**src/design/rgbh_pkg.sv**
```systemverilog
package rgbh_pkg;

   localparam int BIN_COUNT = 256;
   localparam int BIN_BITS = $clog2(BIN_COUNT);
   localparam int LANES = 4;
   localparam int CFG_BITS = 15;
   localparam int PROD_BITS = 2 * CFG_BITS;
   // wide enough for the frame product and any count width up to 32
   localparam int CMP_BITS = 33;
   localparam int CSR_INDEX_BITS = 1;
   localparam int CMD_BITS = 2;
   localparam int STATUS_BITS = 2;

   localparam logic [CMD_BITS-1:0] CMD_ACCUM = 2'd0;
   localparam logic [CMD_BITS-1:0] CMD_READ = 2'd1;
   localparam logic [CMD_BITS-1:0] CMD_CLEAR = 2'd2;

   localparam logic [STATUS_BITS-1:0] STATUS_OK = 2'd0;
   localparam logic [STATUS_BITS-1:0] STATUS_DONE = 2'd1;
   localparam logic [STATUS_BITS-1:0] STATUS_DROP = 2'd2;

   localparam logic [CSR_INDEX_BITS-1:0] REG_IMAGE_WIDTH = 1'd0;
   localparam logic [CSR_INDEX_BITS-1:0] REG_IMAGE_HEIGHT = 1'd1;

   typedef enum logic [1:0] {
      ST_IDLE = 2'b01,
      ST_UPDATE = 2'b10
   } state_type;

   // per-lane bin memory control
   typedef struct packed {
      logic rd_en;
      logic [BIN_BITS-1:0] addr;
      logic inc;
      logic clear;
   } lane_ctrl_type;

   // result register control
   typedef struct packed {
      logic load;
      logic show_counts;
      logic [STATUS_BITS-1:0] status;
   } merge_ctrl_type;

endpackage

```
**src/design/rgbh_rsp_if.sv**
```systemverilog
interface rgbh_rsp_if #(parameter int COUNT_BITS = 28);
   import rgbh_pkg::*;

   logic valid;
   logic ready;
   logic [COUNT_BITS-1:0] count_red;
   logic [COUNT_BITS-1:0] count_green;
   logic [COUNT_BITS-1:0] count_blue;
   logic [COUNT_BITS-1:0] count_alpha;
   logic [STATUS_BITS-1:0] status;

   modport source (output valid, output count_red, output count_green, output count_blue,
                   output count_alpha, output status, input ready);
   modport sink (input valid, input count_red, input count_green, input count_blue,
                 input count_alpha, input status, output ready);
endinterface

```
**src/design/rgbh_merge.sv**
```systemverilog
module rgbh_merge #(
   parameter int COUNT_BITS = 28
) (
   input  logic clock,
   input  logic reset,
   input  rgbh_pkg::merge_ctrl_type ctrl,
   input  logic [rgbh_pkg::LANES-1:0][COUNT_BITS-1:0] lane_counts,
   output logic slot_free,
   rgbh_rsp_if.source rsp_chan
);
   import rgbh_pkg::*;

   logic valid_ff;
   logic [LANES-1:0][COUNT_BITS-1:0] counts_ff;
   logic [LANES-1:0][COUNT_BITS-1:0] counts_in;
   logic [STATUS_BITS-1:0] status_ff;

   assign slot_free = !valid_ff || rsp_chan.ready;
   assign counts_in = ctrl.show_counts ? lane_counts : '0;

   always_ff @(posedge clock) begin
      if (reset) begin
         valid_ff <= 1'b0;
      end else if (ctrl.load) begin
         valid_ff <= 1'b1;
      end else if (rsp_chan.ready) begin
         valid_ff <= 1'b0;
      end
   end

   always_ff @(posedge clock) begin
      if (ctrl.load) begin
         counts_ff <= counts_in;
         status_ff <= ctrl.status;
      end
   end

   assign rsp_chan.valid = valid_ff;
   assign rsp_chan.count_red = counts_ff[0];
   assign rsp_chan.count_green = counts_ff[1];
   assign rsp_chan.count_blue = counts_ff[2];
   assign rsp_chan.count_alpha = counts_ff[3];
   assign rsp_chan.status = status_ff;

endmodule

```
**src/flat_wrapper.sv**
```systemverilog
// flat-port wrapper written by rule: the top's interface ports become plain ports
module rgbh_merge_flat import rgbh_pkg::*;
#(
   parameter int COUNT_BITS = 28
)
  (clock, reset, ctrl, lane_counts, slot_free, rsp_chan_valid, rsp_chan_count_red, rsp_chan_count_green, rsp_chan_count_blue, rsp_chan_count_alpha, rsp_chan_status, rsp_chan_ready);
  rgbh_rsp_if #(.COUNT_BITS(COUNT_BITS)) rsp_chan_i ();
  input  logic clock;
  input  logic reset;
  input  rgbh_pkg::merge_ctrl_type ctrl;
  input  logic [rgbh_pkg::LANES-1:0][COUNT_BITS-1:0] lane_counts;
  output logic slot_free;
  output wire logic [$bits(rsp_chan_i.valid)-1:0] rsp_chan_valid;
  output wire logic [$bits(rsp_chan_i.count_red)-1:0] rsp_chan_count_red;
  output wire logic [$bits(rsp_chan_i.count_green)-1:0] rsp_chan_count_green;
  output wire logic [$bits(rsp_chan_i.count_blue)-1:0] rsp_chan_count_blue;
  output wire logic [$bits(rsp_chan_i.count_alpha)-1:0] rsp_chan_count_alpha;
  output wire logic [$bits(rsp_chan_i.status)-1:0] rsp_chan_status;
  input wire logic [$bits(rsp_chan_i.ready)-1:0] rsp_chan_ready;
  assign rsp_chan_valid = rsp_chan_i.valid;
  assign rsp_chan_count_red = rsp_chan_i.count_red;
  assign rsp_chan_count_green = rsp_chan_i.count_green;
  assign rsp_chan_count_blue = rsp_chan_i.count_blue;
  assign rsp_chan_count_alpha = rsp_chan_i.count_alpha;
  assign rsp_chan_status = rsp_chan_i.status;
  assign rsp_chan_i.ready = rsp_chan_ready;
  rgbh_merge #(.COUNT_BITS(COUNT_BITS)) u_core (.clock(clock), .reset(reset), .ctrl(ctrl), .lane_counts(lane_counts), .slot_free(slot_free), .rsp_chan(rsp_chan_i));
endmodule
```
**config.mk**
```make
export PLATFORM = sky130hd
export DESIGN_NAME = rgbh_merge_flat
export DESIGN_NICKNAME = d
export VERILOG_FILES = /design/src/design/rgbh_pkg.sv /design/src/design/rgbh_rsp_if.sv /design/src/design/rgbh_merge.sv /design/src/flat_wrapper.sv
export SDC_FILE = /design/constraint.sdc
export NUM_CORES = 1
export LEC_CHECK = 0
export ABC_AREA = 1
export BUFFER_PORTS_ARGS = -buffer_cell sky130_fd_sc_hd__buf_2
export CAP_MARGIN = 20
export CORE_MARGIN = 8
export CORE_UTILIZATION = 45
export CTS_CLUSTER_DIAMETER = 150
export DETAILED_ROUTE_END_ITERATION = 16
export MAX_ROUTING_LAYER = met4
export PLACE_DENSITY = 0.91
export SKIP_CTS_REPAIR_TIMING = 1
export SLEW_MARGIN = 20
export SYNTH_ARGS = -nofsm -noshare
export SYNTH_HDL_FRONTEND = slang
export SYNTH_SLANG_ARGS = --single-unit
```
**constraint.sdc**
```tcl
create_clock -name clock -period 0.91 [get_ports clock]
set_input_delay 0.0455 -clock clock [delete_from_list [all_inputs] [get_ports clock]]
set_output_delay 0.0455 -clock clock [all_outputs]
set_load 0.02 [all_outputs]
```
=== Word-level counts from Yosys, hierarchy flattened ===
Cells that the tools add are included.

* Mux-type cells: 2
* Reductions and logical operators: 3

{| class="wikitable"
|+ Operators by type and width
! kind !! count
|-
| 2-to-1 mux 1 bit || 2
|-
| nonzero test 2 bit || 1
|-
| logical NOT 1 bit || 1
|-
| logical OR 1 bit || 1
|}

* Output and inout port bits: 116
* Logic and storage cells: 11
* Input bits: 119
* Register bits: 115

=== Depth between registers and ports, before layout ===
Gate-level depths: netlist of the first run.

* Depth after elaboration: 2
* Depth in mapped cells: 4
* Depth with buffers taken out: 3

=== Worst setup path after synthesis of the first run ===
No wires, ideal clock.

* Kind: flip-flop to flip-flop
* Start point: register, netlist name u_core.rsp_chan.valid
* End point: register u_core.valid_ff (netlist: u_core.rsp_chan.valid)
* Arrival: 0.761 ns
* Buffers on the path: 0
* Clock period less this slack: 0.831 ns
* Cell stages (with the launch flop): 3
* Data required time: 0.840 ns
* Setup slack: 0.079 ns
* Path through: dfxtp_1 -> nand2_1 -> a21oi_1

{| class="wikitable"
|+ RTL lines
! item !! RTL line !! source
|-
| end signal, assigned || rgbh_merge.sv:23 || <nowiki>valid_ff <= 1'b0;</nowiki>
|-
| end signal, assigned || rgbh_merge.sv:25 || <nowiki>valid_ff <= 1'b1;</nowiki>
|-
| end signal, assigned || rgbh_merge.sv:27 || <nowiki>valid_ff <= 1'b0;</nowiki>
|-
| end, declared || rgbh_merge.sv:13 || <nowiki>logic valid_ff;</nowiki>
|}

=== Final worst setup path of the first run ===
* Start point: register u_core.counts_ff (netlist bit u_core.rsp_chan.count_alpha[9])
* End point: output port rsp_chan_count_alpha[9]

{| class="wikitable"
|+ RTL lines
! item !! RTL line !! source
|-
| start, declared || rgbh_merge.sv:14 || <nowiki>logic [LANES-1:0][COUNT_BITS-1:0] counts_ff;</nowiki>
|-
| start signal, assigned || rgbh_merge.sv:33 || <nowiki>counts_ff <= counts_in;</nowiki>
|-
| end, declared || flat_wrapper.sv:17 || <nowiki>output wire logic [$bits(rsp_chan_i.count_alpha)-1:0] rsp_chan_count_alpha;</nowiki>
|}

No word-level cell between the ends.

==> results of run 1 <==
==> state kept, by name, indices dropped and copies added, names as in the netlist <==
signal and count:
u_core.rsp_chan.status 2, u_core.rsp_chan.count_alpha 28, u_core.rsp_chan.count_green 28, u_core.rsp_chan.count_red 28, u_core.rsp_chan.valid 1, u_core.rsp_chan.count_blue 28
==> worst paths after layout <==
kind                                                 to  slack [ns]  cells after the start
worst max-delay path            rsp_chan_count_alpha[9]       -0.24                      1
worst min-delay path              u_core.rsp_chan.valid       -0.14                      4
worst max register to register    u_core.rsp_chan.valid        0.24                      2
worst min register to register    u_core.rsp_chan.valid        0.52                      2
==> report_power, final <==
part / leakage, nW / internal (mW) / total, mW / switching [mW]
Clock: 0.264 / 3.81 / 6.05 / 2.24
Sequential: 1.11 / 6.31 / 6.51 / 0.200
Combinational: 2.77 / 1.23 / 2.46 / 1.23
Total: 4.14 / 11.4 / 15.0 / 3.67
==> metrics by stage <==
| stage | hold WS, ns | utilization (%) | cell area [um2] | TNS, ns | setup WS (ns) |
|---|---|---|---|---|---|
| after floorplan | 0.115 | - | 4380 | 0 | 0.0788 |
| after global placement | 0.203 | 59.8 | 5740 | 0 | 0.140 |
| after detailed placement | 0.209 | 59.8 | 5740 | 0 | 0.121 |
| after CTS | -0.328 | 65.4 | 6280 | -21.73 | -0.235 |
| after global routing | -0.165 | 83.1 | 7970 | -24.53 | -0.289 |
| final | -0.144 | 83.1 | 7970 | -19.57 | -0.238 |
==> cells by family (layout without fill, tap and decap cells) <==
logic type / Yosys count / count (layout) / share of synthesized area, %
AO/OA/AOI/OAI: 1 / 1 / 0.114
buffers and inverters: 126 / 501 / 11.6
flip-flops: 115 / 115 / 78.6
other: 0 / 2 / 0
AND/OR/NAND/NOR: 113 / 113 / 9.68
==> area by class of cell <==
class	instances	area, um2	share of cell area (%)
flip-flops and latches	115	3440	43.2
clock buffers	18	418	5.24
inverters	114	428	5.37
diodes	2	5.00	0.0628
repair buffers	355	2960	37.1
multi-input cells	114	432	5.42
clock inverters	14	120	1.51
well taps	133	166	2.09
==> per-layer routing <==
layer | vias to the layer above | GRT usage, %
met1 | 1810 | 15.5
met2 | 190 | 30.3
met4 | 0 | 7.72
li1 | 1796 | -
met3 | 52 | 6.65
met5 | - | -
==> placed cells by master (no fill, tap or decap) <==
cell	count
diode_2	2
clkinv_2	6
buf_2	146
clkbuf_16	16
clkbuf_1	1
buf_4	5
a21oi_1	1
dfxtp_2	1
bufinv_16	2
dlygate4sd3_1	115
edfxtp_1	114
nand2_1	112
clkbuf_8	1
buf_12	4
nand2_2	1
inv_1	114
buf_6	85
clkinv_1	4
clkinvlp_4	2
==> results.txt, run 1 <==
reg2reg start -> u_core.rsp_chan.valid
Fmax -> 871 MHz
hold slack -> -0.144 ns
total core area -> 0.00959 mm2
Post-Synthesis Cell Area -> 0.00438 mm2
Fin Clk Skew -> 0 ns
Synth warnings -> 0
asr flop ratio synth -> 0%
drt total wl -> 15.3 mm
CTS H-Tree Depth -> 4
number of CTS-inserted buffers -> 17
Min-Delay Path Class -> in -> reg
drt pass-1 iters -> 4
Die W -> 115 um
routability congestion estimate -> 0.802
final setup margin -> -0.238 ns
routed vias/inst -> 4.45
crit-path leading delay family -> flip-flops
total power -> 15.0 mW
aggregate global-route resource usage -> 16.9%
CP max stage cell -> edfxtp_1
Die ar. -> 0.0131 mm2
Die H -> 115 um
row cnt -> 36
failing checks -> negative hold slack, negative setup slack
M1 WL -> 5.09 mm
CTS root buffer -> clkbuf_8
Synthesized Nets -> 474
Startpoint Class -> flip-flop
peak supply drop -> 1.37 mV
Worst Tran Pin Value -> 0.276 ns
First DRT Iteration DRCs -> 265
post-route ant nets -> 0
largest net degree at the start of global routing -> 59
Yosys top cell area share -> 78.1%
fin crit share -> 126%
grt ovf -> 0
Worst Path Required -> 0.86 ns
outcome -> finished with violations
CP cell instances -> buf_6
largest stage delay on the critical path -> 0.44 ns
post-DP HPWL -> 8.57 mm
# fillers -> 454
first-pass GRT wire length -> 16.3 mm
Max Root-Sink Buffers -> 2
area leader, netlist -> edfxtp_1
WL/cell -> 17.7 um
Crit. End Element -> primary output
layout cells sized above 1 -> 36.8%
initial antenna violation count -> 2
Post-synth top cells -> edfxtp_1 (114), inv_1 (114), nand2_1 (113)
area grow syn2layout -> 81.9%
Gate Count Post-Synth -> 355
Most used DFF post-synth -> edfxtp_1
Slew Viols, Final -> 0
Placed Instances -> 716
TritonCTS clock tree -> built
max cap viols -> 0
final instance count without filler cells -> 865
Worst Path Buf+Inv -> 1
post-synthesis sequential area ratio -> 78.6%
io pins -> 235
max layer used -> met4
Syn Area/Cell -> 12.3 um2
Initial Util -> 45.7%
Setup Crit Path Kind -> reg -> out
final setup vio count -> 116
Netlist cell types -> 7
Clock transition at path regs -> 0.06 ns
crit path time final -> 1.15 ns
synth top area cells -> edfxtp_1 (78%), inv_1 (9.8%), nand2_1 (9.7%), buf_4 (1.4%), buf_2 (0.46%)
# port buffers -> 234
# nets final -> 836
DRC viols -> 0
Final Hold Vio Count -> 1
metal2 WL -> 8.51 mm
Max Fanout on Critical Path -> 1
critical path startpoint -> u_core.rsp_chan.count_alpha[9]
EDFF count, synth -> 114
crit path DAT -> 1.10 ns
HP Start -> rsp_chan_ready
vias in the first global route -> 3380
Num Clock Sinks -> 115
#FFs+latches synth -> 115
RSZ-0062 raised after global routing -> true
max_slew headroom -> 81.6%
Pleak -> 4.14 nW
Worst-Skew Late Latency -> 0.50 ns
routed via count -> 3848
met3 wire len -> 1.05 mm
Power Density -> 1880 mW/mm2
No activity file was read; power rests on OpenSTA's default activity.
==> run 2, diff against run 1 <==
--- a/config.mk
+++ b/config.mk
@@ -15,6 +15,7 @@
 export MAX_ROUTING_LAYER = met4
 export PLACE_DENSITY = 0.91
 export SKIP_CTS_REPAIR_TIMING = 1
+export SKIP_LAST_GASP = 1
 export SLEW_MARGIN = 20
 export SYNTH_ARGS = -nofsm -noshare
 export SYNTH_HDL_FRONTEND = slang
==> constraint.sdc (replaced) <==
create_clock -name clock -period 0.91 [get_ports clock]
set_input_delay 0.182 -clock clock [delete_from_list [all_inputs] [get_ports clock]]
set_output_delay 0.182 -clock clock [all_outputs]
set_load 0.02 [all_outputs]
==> results.txt, run 2 (same netlist as run 1, synthesis figures left out) <==
Worst Path Required -> 0.73 ns (-0.13 ns)
initial antenna violation count -> 1 (-1)
metal2 WL -> 8.96 mm (+5.3%)
Worst Tran Pin Value -> 0.282 ns (+0.00639 ns)
post-DP HPWL -> 8.46 mm (-1.3%)
final instance count without filler cells -> 867 (+0.23%)
vias in the first global route -> 3335 (-1.3%)
P_int -> 11.6 mW (+2.1%)
Comb pwr share -> 16.4% (about the same)
crit-path leading delay family -> flip-flops
Startpoint Class -> flip-flop
final setup margin -> -0.347 ns (-0.108 ns)
crit path DAT -> 1.07 ns (-0.03 ns)
drt total wl -> 15.9 mm (+3.5%)
WL/cell -> 18.3 um (+3.3%)
Max Fanout on Critical Path -> 1 (unchanged)
Die H -> 115 um (unchanged)
total power -> 15.2 mW (+1.4%)
fin crit share -> 138% (+12 points)
Slew Viols, Final -> 0 (unchanged)
CTS H-Tree Depth -> 4 (unchanged)
Layout Utilization -> 83.5% (+0.43 points)
routed vias/inst -> 4.48 (+0.68%)
Min-Delay Path Class -> in -> reg
clock share of power -> 40.9% (+0.6 points)
routed via count -> 3883 (+0.91%)
First DRT Iteration DRCs -> 274 (+3.4%)
post-route ant nets -> 0 (unchanged)
M1 WL -> 5.28 mm (+3.7%)
Setup Crit Path Kind -> reg -> out
outcome -> finished with violations
net switching power -> 3.63 mW (-0.97%)
Num Clock Sinks -> 115 (unchanged)
# port buffers -> 234 (unchanged)
CTS root buffer -> clkbuf_8
Die W -> 115 um (unchanged)
aggregate global-route resource usage -> 17.3% (+0.38 points)
max layer used -> met4
TritonCTS clock tree -> built
CP cell instances -> buf_6
Initial Util -> 45.7% (unchanged)
area grow syn2layout -> 82.9%
DRC viols -> 0 (unchanged)
Pleak -> 4.16 nW (+0.44%)
# fillers -> 443 (-2.4%)
RSZ-0062 raised after global routing -> true
final setup vio count -> 116 (unchanged)
peak supply drop -> 1.35 mV (-1.8%)
met3 wire len -> 1.03 mm (-1.6%)
routability congestion estimate -> 0.806 (+0.50%)
Sw Share -> 23.9% (-0.57 points)
Fin Clk Skew -> 0 ns (unchanged)
drt pass-1 iters -> 4 (unchanged)
max_slew headroom -> 81.2% (-0.43 points)
Fmax -> 796 MHz (-8.6%)
largest net degree at the start of global routing -> 59 (unchanged)
largest stage delay on the critical path -> 0.42 ns (-0.02 ns)
io pins -> 235 (unchanged)
Max Root-Sink Buffers -> 2 (unchanged)
Final Hold Vio Count -> 0 (-1)
Placed Instances -> 716 (unchanged)
most frequent cells in the layout -> buf_2 (145), dlygate4sd3_1 (115), inv_1 (114), edfxtp_1 (114), nand2_1 (112)
Die ar. -> 0.0131 mm2 (unchanged)
max cap viols -> 0 (unchanged)
Worst-Skew Late Latency -> 0.50 ns (about the same)
Power Density -> 1900 mW/mm2 (+0.86%)
failing checks -> negative setup slack
Worst Path Buf+Inv -> 1 (unchanged)
grt ovf -> 0 (unchanged)
Crit. End Element -> primary output
Finished Cell Area -> 0.00801 mm2 (+0.52%)
sum of negative setup slack -> -35.87 ns (-16.30 ns)
hold slack -> 0.0871 ns (+0.231 ns)
number of CTS-inserted buffers -> 17 (unchanged)
first-pass GRT wire length -> 16.5 mm (+1.7%)
most common cell after layout, fill and taps aside -> buf_2
Clock transition at path regs -> 0.06 ns (about the same)
total core area -> 0.00959 mm2 (unchanged)
Placed Area -> 0.00574 mm2 (unchanged)
layout cells sized above 1 -> 36.9% (+0.086 points)
# nets final -> 837 (+0.12%)
crit path time final -> 1.26 ns (+0.108 ns)
Flop pwr share -> 42.7% (-0.6 points)
CP max stage cell -> edfxtp_1
pre-CTS setup slack -> -0.0142 ns (-0.135 ns)
row cnt -> 36 (unchanged)
run 2: path summary, 6_finish.rpt:
path,startpoint,endpoint,slack [ns],cells past startpoint
worst max-delay path,u_core.rsp_chan.count_green[23],rsp_chan_count_green[23],-0.35,1
worst min-delay path,rsp_chan_ready,u_core.rsp_chan.valid,0.09,5
worst max register to register,u_core.rsp_chan.valid,u_core.rsp_chan.valid,0.16,3
worst min register to register,u_core.rsp_chan.valid,u_core.rsp_chan.valid,0.61,3
run 2: metal layers:
metal,track usage (%),up-vias
li1,-,1799
met1,16.2,1830
met2,30.6,209
met3,5.54,45
met4,9.94,0
met5,-,-
run 2: area by class of cell:
class	instances	area [um2]	share of cell area, %
Timing Repair Buffer	356	2970	37.1
Antenna cell	3	7.51	0.0937
Multi-Input combinational cell	114	432	5.39
Inverter	114	428	5.34
Clock buffer	28	515	6.43
Clock inverter	4	47.5	0.593
Sequential cell	115	3440	43.0
Tap cell	133	166	2.08
run 2: power by group through the flow:
| stage | registers [mW] | clock network [mW] | logic, mW |
|---|---|---|---|
| after CTS | 6.40 | 6.25 | 1.67 |
| after floorplan | 7.06 | 0 | 0.257 |
| after detailed placement | 6.50 | 0 | 1.66 |
| after global routing | 6.54 | 6.52 | 2.62 |
| after global placement | 6.48 | 0 | 1.62 |
| final | 6.51 | 6.23 | 2.49 |
